`config.mk`:
```
export PLATFORM = sky130hd
export DESIGN_NAME = hbsd_ram
export DESIGN_NICKNAME = d
export VERILOG_FILES = /design/src/hdl/hbsd_ram.sv
export SDC_FILE = /design/constraint.sdc
export NUM_CORES = 1
export LEC_CHECK = 0
export BUFFER_PORTS_ARGS = -buffer_cell sky130_fd_sc_hd__buf_4
export CORE_ASPECT_RATIO = 0.8
export CORE_MARGIN = 2
export CORE_UTILIZATION = 42
export DETAILED_ROUTE_END_ITERATION = 7
export PLACE_DENSITY = 0.61
export REMOVE_ABC_BUFFERS = 1
export SLEW_MARGIN = 20
export SYNTH_ARGS = -nofsm -noshare
export SYNTH_HDL_FRONTEND = slang
export SYNTH_SLANG_ARGS = --single-unit
```
`constraint.sdc`:
```
create_clock -name clk -period 2.5 [get_ports clk]
set_input_delay 0.375 -clock clk [delete_from_list [all_inputs] [get_ports clk]]
set_output_delay 0.375 -clock clk [all_outputs]
set_load 0.03 [all_outputs]
```
`src/hdl/hbsd_ram.sv`:
```
module hbsd_ram #(
    parameter int WIDTH = 8,
    parameter int DEPTH = 16
) (
    input  logic                     clk,
    input  logic                     we,
    input  logic [$clog2(DEPTH)-1:0] waddr,
    input  logic [WIDTH-1:0]         wdata,
    input  logic [$clog2(DEPTH)-1:0] raddr,
    output logic [WIDTH-1:0]         rdata
);

    logic [WIDTH-1:0] mem [DEPTH];

    always_ff @(posedge clk)
    begin
        if (we)
        begin
            mem[waddr] <= wdata;
        end
        rdata <= mem[raddr];
    end

endmodule

```
# Yosys cells after proc, flatten, opt, wreduce, memory -nomap -nowiden
# Memories as Yosys holds them, arrays and structs flattened. A register that Yosys moved wholly into a read port is not among the register bits.
# Index checks and enable logic that the tools add are counted.
word_totals:
  in_bits: 18
  output_inout_bits: 8
  ramBits: 128
  memories: 1
  regBits: 0
  wordCells: 3
op_classes:
  n_mux: 2
memory_table:
  columns: ["memory", "depth", "width", "read_ports", "rd_ports_with_merged_regs", "write_ports", "line_no", "rtl"]
  rows:
  - ["mem", 16, 8, 1, 1, 1, "13", "logic [WIDTH-1:0] mem [DEPTH];"]
ops:
  columns: ["op", "n"]
  rows:
  - ["$mux 1", 2]

# Depth between registers and ports, before layout
# Gate-level depths: netlist (run 1).
depth:
  word_depth: 2
  depth_mapped: 5
  mapped_depth_nobuf: 3

# Worst setup path before layout (run 1)
# Ideal clock, no wire load.
synth_timing:
  kind: "input-to-reg"
  startpoint: "in waddr[2]"
  endpoint: "mem mem[0][0] (enable)"
  path_buffers: 0
  required_ns: 2.117
  setup_ns: 0.383
  path_stages: 2
  slack_ns: 0.632
  arrival_time_ns: 1.485
  path_cell_list: "or3b_2 > nor3_1"
synth_rtl:
  columns: ["item", "line_no", "rtl"]
  rows:
  - ["from (decl)", "7", "input logic [$clog2(DEPTH)-1:0] waddr,"]
  - ["to (decl)", "13", null]
# Straight into the memory's write port.

==> impl_results.md, run 1 <==
- Layout Cells excl Fill: 447
- Chip Width: 128 um
- Routed WL: 9.80 mm
- Die Span Y: 103 um
- Post-synth ARST share: 0%
- Placed Area: 0.00559 mm^2
- Pre-CTS setup slack: 0.566 ns
- Reg2Reg Depth: 3
- Skew final: 0.00701 ns
- DR vias: 2451
- FP Rows: 36
- Synth top cells by count: edfxtp_1, mux4_2, a22oi_1
- Top-level I/O count: 26
- Fraction of layout cells with a size suffix above 1: 31.2%
- Reg-to-reg slack, setup: 1.11 ns
- Core area: 0.0121 mm^2
- Initial antenna violation count: 0
- Number of flops mapped to enable cells by yosys: 128
- Synth Register Bits: 136
- DR pass1 iterations: 4
- Ant diodes: 0
- Most common cell in the synthesized netlist: edfxtp_1
- Largest net degree at the start of global routing: 33
- Crit path launch type: input pin
- Area leader, netlist: edfxtp_1
- H-tree levels: 4
- Clock latency on the worst-skew pair: 0.41 ns
- Leakage: 2.09 nW
- Initial Util: 42.6%
- Placer Congestion: 0.759
- Vias per inst: 5.48
- Vias in the first global route: 2384
- Met3 routed WL: 517 um
- Hold Worst Slack: 0.278 ns
- Cells after Synth: 229
- DR top layer: met4
- PwrDens: 844 mW/mm^2
- Final Cycle Share: 60.3%
- Dominant cells by area after synthesis: edfxtp_1, mux4_2, mux4_1
- # placed instances: 415
- Final Cell Area: 0.00616 mm^2
- Pwr Total: 5.19 mW
- Fmax achieved: 0.664 GHz
- Tmin final: 1.51 ns
- Mean Syn Cell Area: 22.5 um^2
- Endpoint type of the worst setup path: flop
- PostCTS Resize Cnt: 0
- TritonCTS Sinks: 136
- Yosys top cell area share: 74.7%
- First-pass GRT wire length: 14.7 mm
- Clock-pin slew on the worst setup and hold paths: 0.06 ns
- Count of hold buffers inserted by post-cts repair: 0
- Crit Path Max Fanout: 15
- # Post-CTS Setup Buffers: 0
- Hold/Removal Path Class: input pin to flop
- Post-DP HPWL: 6.12 mm
- Maximum Capacitance Violations: 0
- Crit path DAT: 1.80 ns
- CTS Buffer Depth: 2
- Netlist cell types: 19
- Sequential-to-total area share from yosys stat: 77.8%
- Hold path endpoint: mem[0][2]
- Kind of critical path: input pin to flop
- Req. time, crit path: 2.79 ns
- Max VDD drop: 0.534 mV
- CTS tree: yes
- RSZ-0062 raised after global routing: false
- Die area: 0.0132 mm^2
- GRT overflow: 0
- Metal2 WL: 4.43 mm
- IO Port Bufs: 25
- Setup WS post-layout: 0.993 ns
- Routed WL per cell: 21.9 um
- Setup TNS: 0 ns
- Final setup viols: 0
- Hold path start: wdata[2]
- Drt drc: 0
- Slew margin rel.: 49.6%
- RR Startpoint: mem[8][7]
- Hold Crit Depth: 1
- Ys Warns: 0
- ANT nets after route: 0
- Slew Limit Fails: 0
- Initial DRC Count: 209
- Endpoints failing hold: 0
- R2r endpoint: rdata[7]
- GRT Overall Usage: 16.2%
- Cell Area, Synth: 0.00515 mm^2
- Syn-to-layout area delta: 19.6%
- Final net count: 300
- Status: finished clean
- Clk Tree Root Cell: clkbuf_16
- Worst slew pin tran: 0.754 ns
- Fin util: 51.0%
- CTS buffer count: 17
- WL met1: 4.73 mm
- Commonest register cell after synthesis: edfxtp_1
## sequential cells by signal, summed over array words and instances, names as in the netlist
name and cells:
mem 128, rdata 8
## cell type report
type | instances | area (um^2)
tap | 152 | 190
timing repair buffer | 44 | 343
multi-input combinational | 83 | 1060
clock buffer | 18 | 429
fill | 958 | 5920
sequential | 136 | 4000
clock inverter | 14 | 133
## logic make-up (layout without fill, tap and decap cells)
logic type	count (synthesis)	count (layout)	share of synthesized area (%)
buffers and inverters	10	76	1.68
DFF	136	136	77.8
and+or+nand+nor	35	35	3.18
muxes	32	32	15.0
AOI/OAI and AO/OA	16	16	2.33
## worst max-delay path by stage
stage                            to      from  depth (start not counted)
after detailed placement   rdata[2]  raddr[0]                          5
after floorplan           mem[0][0]  waddr[2]                          2
after global routing       rdata[1]  raddr[0]                          5
after global placement     rdata[1]  raddr[0]                          5
after CTS                  rdata[1]  raddr[0]                          5
final                      rdata[2]  raddr[0]                          5
## routing by layer
metal / GRT usage (%) / up-vias
li1: - / 1087
met1: 23.4 / 1278
met2: 24.1 / 72
met3: 4.26 / 14
met4: 5.58 / 0
met5: 0 / -
## cell usage in the layout (no fill, tap or decap), types with 5 or more instances in the layout
cell type	Yosys	layout
clkbuf_16	0	17
edfxtp_1	128	128
mux4_2	18	18
buf_4	1	43
clkinv_2	0	5
dfxtp_1	8	8
a22oi_1	16	16
nor2_1	13	13
mux4_1	14	14
nand2_1	9	9
## report_power, final
part	internal (mW)	switching (mW)
registers	2.55	0.0169
logic	0.117	0.161
clock network	1.45	0.897
## worst max-delay path, cell delays in order
cell     delay [ns]
buf_4          0.23
buf_12         0.21
mux4_1         0.61
a22oi_1        0.27
nand2_1        0.09
Power figures use the tool's default switching activity.
==> run 2, diff against run 1 <==
clock period = 1.4 ns   (was 2.5 ns; I/O delays follow)
==> run 2 against run 1 <==
  * Sequential share of layout area decreased by 1.3 points
  * Setup slack lost 0.93 ns
  * Sequential power rose by 78%
  * Clock skew shrank 0.0021 ns
  * Non-clock buffer count increased by 11
  * Clock power grew 76%
  * Register-to-register slack got worse by 1.1 ns
  * First-iteration DRC count grew 38%
  * Count of clock-buffer cells in the layout grew 1
  * Global-route usage is 0.13 points higher
  * Core utilization is 1.1 points higher
  * Largest power group unchanged
  * Sequential cell count unchanged
==> impl_results.md, run 2 (synthesis results as in run 1) <==
- GRT Overall Usage: 16.3%
- Ant diodes: 0
- Initial Util: 42.6%
- Drt drc: 0
- Hold path start: wdata[1]
- Die area: 0.0132 mm^2
- Final Cycle Share: 95.7%
- Post-DP HPWL: 6.33 mm
- Count of hold buffers inserted by post-cts repair: 0
- Placer Congestion: 0.763
- CTS Buffer Depth: 2
- IO Port Bufs: 25
- Regs by FF count: mem: 128 flops, rdata: 8 flops
- Initial antenna violation count: 0
- Fin util: 52.1%
- Fraction of layout cells with a size suffix above 1: 33.8%
- Most frequent cells in the layout: edfxtp_1, buf_4, mux4_2
- PwrDens: 1470 mW/mm^2
- CTS buffer count: 17
- Clk Tree Root Cell: clkbuf_16
- Max reg flops: 128
- Crit path DAT: 1.62 ns
- Vias per inst: 5.29
- Hold Crit Depth: 1
- RR Startpoint: mem[10][2]
- Hold Worst Slack: 0.122 ns
- Initial DRC Count: 288
- Layout Cells excl Fill: 457
- Kind of critical path: flop to flop
- ANT nets after route: 0
- Hold path endpoint: mem[8][1]
- Endpoints failing hold: 0
- Clock-pin slew on the worst setup and hold paths: 0.05 ns
- Slew margin rel.: 40.4%
- Worst slew pin tran: 0.890 ns
- Slew Limit Fails: 0
- Vias in the first global route: 2406
- Crit path launch type: flop
- TritonCTS Sinks: 136
- Biggest register: mem
- Reg-to-reg slack, setup: 0.06 ns
- First-pass GRT wire length: 14.8 mm
- Crit Path Max Fanout: 1
- Reg2Reg Depth: 3
- Status: finished clean
- Maximum Capacitance Violations: 0
- Pre-CTS setup slack: -0.260 ns
- Clock latency on the worst-skew pair: 0.40 ns
- Hold/Removal Path Class: input pin to flop
- Req. time, crit path: 1.68 ns
- Fmax achieved: 0.746 GHz
- Syn-to-layout area delta: 22.1%
- Chip Width: 128 um
- Setup WS post-layout: 0.0596 ns
- Tmin final: 1.34 ns
- Leakage: 2.16 nW
- DR vias: 2416
- Final setup viols: 0
- Commonest non-fill, non-tap cell in the layout: edfxtp_1
- DR pass1 iterations: 4
- Skew final: 0.00493 ns
- Routed WL per cell: 21.6 um
- Routed WL: 9.89 mm
- # placed instances: 426
- FP Rows: 36
- Die Span Y: 103 um
- Final net count: 311
- Endpoint type of the worst setup path: flop
- Core area: 0.0121 mm^2
- # Post-CTS Setup Buffers: 0
- RSZ-0062 raised after global routing: false
- H-tree levels: 4
- GRT overflow: 0
- CTS tree: yes
- R2r endpoint: rdata[2]
- Fillers: 965
- Largest net degree at the start of global routing: 17
- Top-level I/O count: 26
- Max VDD drop: 1.07 mV
[run 2: worst max-delay path: stages (launching register included)]
cell	delay (ns)
edfxtp_1	0.36
mux4_1	0.49
a22oi_1	0.29
nand2_1	0.08
[run 2: area by class of cell]
cell class / instances / area [um^2] / share of cell area (%)
multi-input cells: 83 / 1080 / 17.1
clock buffers: 19 / 443 / 7.05
well taps: 152 / 190 / 3.03
flip-flops and latches: 136 / 4000 / 63.7
clock inverters: 12 / 109 / 1.73
repair buffers: 55 / 463 / 7.36
[run 2: layer usage]
layer	vias up	routed length [um]	GRT usage, %
li1	1102	-	-
met1	1233	4480	24.2
met2	74	4560	23.9
met3	7	773	3.84
met4	0	78	5.83
met5	-	0	0
[run 2: metrics by stage]
stage / cell area, um^2 / setup TNS (ns) / power [mW]
global route: 6290 / 0 / 9.53
finish: 6290 / 0 / 9.24
global placement: 5710 / -5.58 / 5.19
floorplan: 5060 / -3.95 / 4.89
CTS: 6270 / 0 / 9.32
detailed placement: 5710 / -5.43 / 5.20
[run 2: timing repair]
action | 4_1_cts | 5_1_grt
resized for setup | 1 | 3
setup endpoints to repair | 1 | 4
pin swaps | 0 | 1
[run 2: report_power, final]
group | internal (mW) | leakage, nW | switching [mW]
Sequential | 4.55 | 1.22 | 0.0295
Combinational | 0.239 | 0.666 | 0.296
Clock | 2.61 | 0.266 | 1.51
[run 2: worst max-delay path by stage]
stage / startpoint / end / slack [ns]
2_1_floorplan: waddr[2] / mem[0][0] / -0.30
3_3_place_gp: raddr[0] / rdata[0] / -0.27
3_5_place_dp: raddr[0] / rdata[0] / -0.26
4_1_cts: mem[9][5] / rdata[5] / 0.001
5_1_grt: mem[0][1] / rdata[1] / 0.0001
6_report: mem[10][2] / rdata[2] / 0.06
