--- src/hdl/hbsd_pkg.sv ---
package hbsd_pkg;

    localparam int SYM_W  = 8;
    localparam int CODE_W = 32;
    localparam int LEN_W  = 6;
    localparam int REQ_W  = 2;
    localparam int STAT_W = 2;

    // request codes
    localparam logic [REQ_W-1:0] REQ_CLEAR = 2'd0;
    localparam logic [REQ_W-1:0] REQ_LOAD  = 2'd1;
    localparam logic [REQ_W-1:0] REQ_BIT   = 2'd2;

    // status codes
    localparam logic [STAT_W-1:0] ST_OK       = 2'd0;
    localparam logic [STAT_W-1:0] ST_FULL     = 2'd1;
    localparam logic [STAT_W-1:0] ST_BAD_LEN  = 2'd2;
    localparam logic [STAT_W-1:0] ST_OVERFLOW = 2'd3;

    typedef struct packed {
        logic [SYM_W-1:0]  symbol;
        logic [CODE_W-1:0] code;
        logic [LEN_W-1:0]  length;
    } entry_t;

    localparam int ENTRY_W = $bits(entry_t);

    // control from the sequencer to the compare unit
    typedef struct packed {
        logic start;
        logic cmp_en;
    } scan_ctl_t;

endpackage

--- src/hdl/hbsd_match.sv ---
module hbsd_match (
    input  logic                          clk,
    input  logic                          rst_n,
    input  hbsd_pkg::scan_ctl_t           ctl,
    input  hbsd_pkg::entry_t              entry,
    input  logic [hbsd_pkg::CODE_W-1:0]   accum_bits,
    input  logic [hbsd_pkg::LEN_W-1:0]    accum_len,
    output logic                          hit,
    output logic [hbsd_pkg::SYM_W-1:0]    symbol
);

    logic                        hit_reg;
    logic [hbsd_pkg::SYM_W-1:0]  symbol_reg;
    logic                        match;

    assign match = (entry.length == accum_len) && (entry.code == accum_bits);

    // later entries overwrite earlier ones, so the last loaded match wins
    always_ff @(posedge clk or negedge rst_n)
    begin
        if (!rst_n)
        begin
            hit_reg <= 1'b0;
        end
        else if (ctl.start)
        begin
            hit_reg <= 1'b0;
        end
        else if (ctl.cmp_en && match)
        begin
            hit_reg <= 1'b1;
        end
    end

    always_ff @(posedge clk)
    begin
        if (ctl.cmp_en && match)
        begin
            symbol_reg <= entry.symbol;
        end
    end

    assign hit    = hit_reg;
    assign symbol = symbol_reg;

endmodule

--- config.mk ---
export PLATFORM = sky130hd
export DESIGN_NAME = hbsd_match
export DESIGN_NICKNAME = d
export VERILOG_FILES = /design/src/hdl/hbsd_pkg.sv /design/src/hdl/hbsd_match.sv
export SDC_FILE = /design/constraint.sdc
export NUM_CORES = 1
export LEC_CHECK = 0
export BUFFER_PORTS_ARGS = -buffer_cell sky130_fd_sc_hd__clkbuf_2
export CAP_MARGIN = 20
export CORE_ASPECT_RATIO = 1.25
export CORE_MARGIN = 3
export CORE_UTILIZATION = 34
export CTS_CLUSTER_SIZE = 28
export DETAILED_ROUTE_END_ITERATION = 10
export GPL_ROUTABILITY_DRIVEN = 0
export GPL_TIMING_DRIVEN = 0
export PLACE_DENSITY = 0.95
export SLEW_MARGIN = 20
export SYNTH_ARGS = -nofsm -noshare
export SYNTH_HDL_FRONTEND = slang
export SYNTH_SLANG_ARGS = --single-unit
export TNS_END_PERCENT = 10
--- constraint.sdc ---
create_clock -name clk -period 1.9 [get_ports clk]
set_input_delay 0.38 -clock clk [delete_from_list [all_inputs] [get_ports clk]]
set_output_delay 0.38 -clock clk [all_outputs]
set_load 0.02 [all_outputs]
======== Yosys cells after proc, flatten, opt, wreduce, memory -nomap -nowiden ========
Index checks and enable logic that the tools add are counted.
word-level totals
  flip-flop bits (word level) ............. 9
  output and inout port bits .............. 9
  logic and storage cells ................. 9
cells by class
  equal/unequal tests ..................... 2
  multiplexer cells ....................... 2
  reduce and logical (&&, ||, !) cells .... 3
operators by type and width
  kind                  number
  32-bit equality test  1
  6-bit equality test   1
  1-bit logical AND     2
  1-bit 2-to-1 mux      2
  2-bit nonzero test    1

======== Depth between registers and ports, before layout ========
Gate-level depths: netlist of run 1.
  depth after elaboration ................. 5
  depth in mapped cells ................... 4
  gate-level depth less buffers ........... 4

======== Worst setup path before layout of run 1 ========
OpenSTA, ideal clock, no wires.
  kind .................................... input to register
  start point ............................. input accum_bits[17] (netlist name)
  end point ............................... register symbol_reg (netlist bit symbol[0]), enable pin
  library setup time ...................... 0.380 ns
  data arrival time ....................... 1.759 ns
  data required time ...................... 1.520 ns
  path slack .............................. -0.239 ns
  cell stages on the path ................. 4
  path buffers ............................ 0
  path through ............................ xnor2_1 nand4_1 or4_1 nor4_2
on the way
  cells in the longest elaborated chain, start to end .. 3
RTL lines
  what                    line              text
  start: declaration      hbsd_match.sv:6   input logic [hbsd_pkg::CODE_W-1:0] accum_bits,
  32-bit equality test    hbsd_match.sv:16  assign match = (entry.length == accum_len) && (entry.code == accum_bits);
  1-bit logical AND       hbsd_match.sv:16
  1-bit logical AND       hbsd_match.sv:37  if (ctl.cmp_en && match)
  end signal: assignment  hbsd_match.sv:39  symbol_reg <= entry.symbol;
  end: declaration        hbsd_match.sv:13  logic [hbsd_pkg::SYM_W-1:0] symbol_reg;
No other way between the ends.
A chain may end at the register's enable or synchronous reset.

======== Worst setup path after layout of run 1 ========
  start point ............................. input accum_bits[24] (netlist name)
  end point ............................... register symbol_reg (netlist bit symbol[5]), enable pin
The elaborated chain is that of the path after synthesis.

==> results of run 1 <==
-- cells by family (layout without fill, tap and decap cells) --
kind of cell / count (synthesis) / count (layout) / synth area share (%)
AND/OR/NAND/NOR: 27 / 27 / 22.01
buffers and inverters: 1 / 103 / 0.4780
XOR/XNOR: 38 / 38 / 42.42
flip-flops: 9 / 9 / 33.81
AO/OA/AOI/OAI: 1 / 1 / 1.276
-- final cells by class --
type                       count  area, sq um
multi-input combinational     66        663.1
fill                         160        574.3
timing repair buffer          98        501.7
sequential                     9        265.3
tap                           30        37.54
clock buffer                   4        26.28
inverter                       1        3.754
-- per-layer routing --
layer  track usage (%)  vias up
li1                  -      493
met3             6.733       12
met4             12.20        0
met2             38.06       73
met5                 0        -
met1             17.84      441
-- cells in the final DEF, fill, tap and decap left out --
cell,synthesis,routed
or4_1,2,1
or4_4,0,1
xnor2_1,38,23
nor4_4,0,1
xnor2_2,0,13
clkbuf_2,0,96
clkbuf_4,0,3
nor2b_1,1,1
clkbuf_1,0,1
xnor2_4,0,2
nand3_1,2,2
nand4_1,18,18
dlygate4sd3_1,0,1
nor4_1,2,2
a41o_1,1,1
dfrtp_1,1,1
edfxtp_1,8,8
buf_6,0,1
nor2_1,1,1
inv_1,1,1
-- worst max-delay path, stage by stage --
cell,delay (ns)
clkbuf_2,0.11
xnor2_2,0.20
nand4_1,0.10
or4_1,0.59
nor4_4,0.24
buf_6,0.17
-- power breakdown --
part,internal [mW],switching [mW],leakage (nW)
Sequential,0.216,0.000000000000579,0.0858
Combinational,0.150,0.111,0.624
Clock,0.0803,0.0573,0.0150
-- worst min path at each step --
stage               startpoint        end  slack [ns]  cells after the start
floorplan                rst_n        hit        0.08                      0
global placement         rst_n        hit        0.16                      1
detailed placement       rst_n        hit        0.16                      1
CTS                  entry[43]  symbol[5]        0.30                      1
global route         entry[44]  symbol[6]        0.29                      1
finish               entry[44]  symbol[6]        0.30                      1
-- what timing repair did --
action,4_1_cts,5_1_grt
hold buffers,1,0
endpoints found under the hold margin,1,0
setup endpoints to repair,8,8
setup buffers,1,0
gates resized for setup,0,4
pin swaps,1,0
-- through the flow --
step	hold slack, ns	cells
6_report	0.3011	208
5_1_grt	0.2950	208
4_1_cts	0.3009	208
3_5_place_dp	0.1574	202
3_3_place_gp	0.1564	202
2_1_floorplan	0.08441	76
==> flow_metrics.env, run 1 <==
export IMPL_grt_pass1_vias=1043
export IMPL_ys_warn_count=0
export IMPL_crit_path_start_kind="input port"
export IMPL_setup_viol=0
export IMPL_yosysUniqueCellTypes=12
export IMPL_htreeDepth=1
export IMPL_dp_slack_ns=-0.3285
export IMPL_die_w_microns=48.97
export IMPL_r2r_start="hit"
export IMPL_syn_nets=164
export IMPL_slew_violations=0
export IMPL_cap_violations=0
export IMPL_finalClockSkew_ns=0
export IMPL_insertedDiodeCount=0
export IMPL_min_path_type="in2reg"
export IMPL_numCtsBuffers=3
export IMPL_overflow=0
export IMPL_highest_layer="met4"
export IMPL_largest_reg_flops=8
export IMPL_critPathKind="in2reg"
export IMPL_io_pins=97
export IMPL_avgSynthCellArea_sq_um=10.32
export IMPL_area_delta_synth_final_pct=90.91
export IMPL_path_clk_slew_ns=0.06
export IMPL_tightest_slew_ns=0.3667
export IMPL_yosys_top_cells_count="xnor2_1 (38), nand4_1 (18), edfxtp_1 (8)"
export IMPL_first_iter_violations=13
export IMPL_drt_met1_wl_microns=828
export IMPL_synth_main_ff_cell="edfxtp_1"
export IMPL_cp_required_ns=1.86
export IMPL_endpoint="symbol[5]"
export IMPL_ys_top_cells_by_area="xnor2_1 (42%), edfxtp_1 (31%), nand4_1 (14%), dfrtp_1 (3.2%), or4_1 (1.9%)"
export IMPL_routed_via_density=4.899
export IMPL_place_area_sq_um=1428
export IMPL_nNetsFinal=267
export IMPL_outcome="finished, final reports clean"
export IMPL_power_density_nw_per_um2=410.5
export IMPL_worstPathMaxFanout=8
export IMPL_total_power_uw=614.9
export IMPL_finalWorstSetupSlack_ns=0.06538
export IMPL_yosys_cell_count_top_type="xnor2_1"
export IMPL_antenna_found_initial=0
export IMPL_synthCells=76
export IMPL_hold_viol=0
export IMPL_r2r_setup_slack_ns=1.07
export IMPL_ir_drop_mv=0.2430
export IMPL_grt_usage_pct=19.78
export IMPL_clock_fmax_mhz=545.1
export IMPL_fin_util_pct=72.28
export IMPL_arrival_ns=1.80
export IMPL_cts_buffer_depth=2
export IMPL_slew_headroom_pct=75.33
export IMPL_initial_core_util_pct=37.86
export IMPL_grt_pass1_wl_microns=4381
export IMPL_core_area_sq_um=2072
export IMPL_dr_pass1_iters=4
export IMPL_r2r_cells=2
export IMPL_root_buffer="clkbuf_4"
export IMPL_drive_above_1_share_pct=65.73
export IMPL_cts_tree="done"
export IMPL_synth_edf_count=8
export IMPL_finalCritPeriodShare_pct=96.56
export IMPL_synth_area_leader_cell="xnor2_1"
export IMPL_clkSinkCount=9
export IMPL_p_leak_nw=0.7245
export IMPL_ant_nets=0
export IMPL_dr_wl_met3_microns=344
export IMPL_period_needed_ns=1.835
export IMPL_num_rows=18
export IMPL_worstSetupStartpoint="accum_bits[24]"
export IMPL_die_h_microns=59.71
export IMPL_hpwl_microns=2581
export IMPL_grt_max_degree=9
export IMPL_io_buffers=96
export IMPL_async_flop_share_pct=11.11
export IMPL_final_cell_area_sq_um=1498
export IMPL_wl_per_cell_microns=13.50
export IMPL_dr_wl_met2_microns=1535
export IMPL_die_area_sq_um=2923
export IMPL_drc=0
export IMPL_synth_seq_area_share_pct=33.81
export IMPL_rr_endpoint="hit"
export IMPL_synth_top_area_share_pct=42.42
export IMPL_endpoint_kind="register"
export IMPL_wirelength_microns=2809
export IMPL_clock_latency_ns=0.25
export IMPL_via_count=1019
export IMPL_rsz0062_at_grt="false"
export IMPL_synth_seq_cells=9
export IMPL_finalSetupTns_ns=0
export IMPL_syn_cell_area_sq_um=784.5
Note: power is estimated with default switching activity, not from simulation.
==> inputs of run 2 (changes only) <==
--- a/config.mk
+++ b/config.mk
@@ -15,6 +15,7 @@
 export GPL_ROUTABILITY_DRIVEN = 0
 export GPL_TIMING_DRIVEN = 0
 export PLACE_DENSITY = 0.95
+export RECOVER_POWER = 100
 export SLEW_MARGIN = 20
 export SYNTH_ARGS = -nofsm -noshare
 export SYNTH_HDL_FRONTEND = slang
==> run 2 against run 1 <==
- global-route usage did not move
- critical path depth did not move
- setup slack improved by 0.0014 ns
- non-clock buffer count did not move
- clock-buffer cell count did not move
- clock skew unchanged
- core utilization down 0.66 points
- final cell count did not move
- first-iteration DRC count shrank 23%
- clock power is essentially flat
- critical path type unchanged
- largest cell class unchanged
- largest power group unchanged
==> flow_metrics.env, run 2 (synthesized netlist as in run 1, its figures left out) <==
export IMPL_nFillCells=165
export IMPL_dr_pass1_iters=4
export IMPL_nNetsFinal=267
export IMPL_outcome="finished, final reports clean"
export IMPL_cp_required_ns=1.86
export IMPL_power_switching_uw=169.1
export IMPL_path_clk_slew_ns=0.06
export IMPL_clock_fmax_mhz=545.5
export IMPL_drive_above_1_share_pct=59.55
export IMPL_sequentialPowerShare_pct=35.1
export IMPL_io_buffers=96
export IMPL_critPathKind="in2reg"
export IMPL_cts_buffer_depth=2
export IMPL_die_h_microns=59.71
export IMPL_worstSetupStartpoint="accum_bits[24]"
export IMPL_clkPwrFrac_pct=22.5
export IMPL_drc=0
export IMPL_cts_tree="done"
export IMPL_overflow=0
export IMPL_fin_cells=208
export IMPL_rsz0062_at_grt="false"
export IMPL_endpoint_kind="register"
export IMPL_die_w_microns=48.97
export IMPL_slew_headroom_pct=75.33
export IMPL_htreeDepth=1
export IMPL_grt_usage_pct=19.78
export IMPL_dpl_cell_count=202
export IMPL_holdCritStartpoint="entry[44]"
export IMPL_finalWorstSetupSlack_ns=0.06674
export IMPL_crit_path_start_kind="input port"
export IMPL_grt_max_degree=9
export IMPL_internal_power_uw=445.5
export IMPL_setup_viol=0
export IMPL_cap_violations=0
export IMPL_ir_drop_mv=0.2438
export IMPL_die_area_sq_um=2923
export IMPL_wirelength_microns=2822
export IMPL_first_iter_violations=10
export IMPL_min_path_type="in2reg"
export IMPL_grt_pass1_vias=1043
export IMPL_p_leak_nw=0.6913
export IMPL_tightest_slew_ns=0.3667
export IMPL_r2r_start="hit"
export IMPL_dp_slack_ns=-0.3285
export IMPL_clock_latency_ns=0.25
export IMPL_initial_core_util_pct=37.86
export IMPL_power_density_nw_per_um2=414.2
export IMPL_clkSinkCount=9
export IMPL_wl_per_cell_microns=13.57
export IMPL_hold_viol=0
export IMPL_root_buffer="clkbuf_4"
export IMPL_routed_via_density=4.894
export IMPL_core_area_sq_um=2072
export IMPL_layout_commonest_cell="clkbuf_2"
export IMPL_swShare_pct=27.51
export IMPL_layout_common_cells="clkbuf_2 (85), xnor2_1 (23), nand4_1 (18)"
export IMPL_comb_power_share_pct=42.5
export IMPL_register_area_sq_um=265.3
export IMPL_via_count=1018
export IMPL_total_power_uw=614.6
export IMPL_finalClockSkew_ns=0
export IMPL_finalCritPeriodShare_pct=96.49
export IMPL_slew_violations=0
export IMPL_insertedDiodeCount=0
export IMPL_antenna_found_initial=0
export IMPL_arrival_ns=1.80
export IMPL_worstPathMaxFanout=8
export IMPL_num_rows=18
export IMPL_hpwl_microns=2581
export IMPL_area_delta_synth_final_pct=89.15
export IMPL_io_pins=97
export IMPL_numCtsBuffers=3
export IMPL_period_needed_ns=1.833
export IMPL_largest_reg_flops=8
export IMPL_grt_pass1_wl_microns=4381
export IMPL_multi_input_area_sq_um=663.1
export IMPL_ant_nets=0
-- run 2: changes by cell type in the layout (fill, tap and decap cells not counted) --
cell / before / now
clkbuf_1: 1 / 12
clkbuf_2: 96 / 85
-- run 2: repair_timing --
item                       in CTS  in global routing
setup buffers                   1                  0
setup endpoints to repair       8                  8
resized for setup               0                  4
hold buffers                    1                  0
hold endpoints to repair        1                  0
pin swaps                       1                  0
-- run 2: worst paths after layout --
path / slack (ns) / end / cells past startpoint
worst max-delay path: 0.07 / symbol[5] / 6
worst min-delay path: 0.30 / symbol[6] / 1
worst max register to register: 1.07 / hit / 2
worst min register to register: 0.64 / hit / 2
max in group asynchronous: 1.35 / hit / 2
min in group asynchronous: 0.43 / hit / 2
-- run 2: worst max-delay path, stage by stage --
cell and delay, ns:
clkbuf_2 0.11, xnor2_2 0.20, nand4_1 0.10, or4_1 0.59, nor4_4 0.24, buf_6 0.17
-- run 2: metal layers --
layer  track usage, %  wire length, microns
met1            17.84                   843
met5                0                     0
met4            12.20                   100
met2            38.06                  1534
met3            6.733                   343
-- run 2: layout make-up --
class                      count  share of cell area, %
timing repair buffer          98                  32.88
inverter                       1                 0.2530
clock buffer                   4                  1.771
multi-input combinational     66                  44.69
sequential                     9                  17.88
tap                           30                  2.530
-- run 2: power groups by stage --
stage,clock [mW],sequential (mW),combinational (mW)
after CTS,0.138,0.215,0.256
after global placement,0,0.220,0.244
final,0.138,0.215,0.261
after floorplan,0,0.220,0.122
after detailed placement,0,0.220,0.253
after global routing,0.148,0.215,0.283
-- run 2: through the flow --
step / hold WS (ns) / instance area (sq um) / TNS, ns / utilization [%]
2_1_floorplan: 0.08441 / 909.6 / -0.3444 / -
3_3_place_gp: 0.1564 / 1428 / -2.331 / 68.90
3_5_place_dp: 0.1574 / 1428 / -2.627 / 68.90
4_1_cts: 0.3009 / 1471 / 0 / 71.01
5_1_grt: 0.2950 / 1484 / 0 / 71.62
6_report: 0.3014 / 1484 / 0 / 71.62
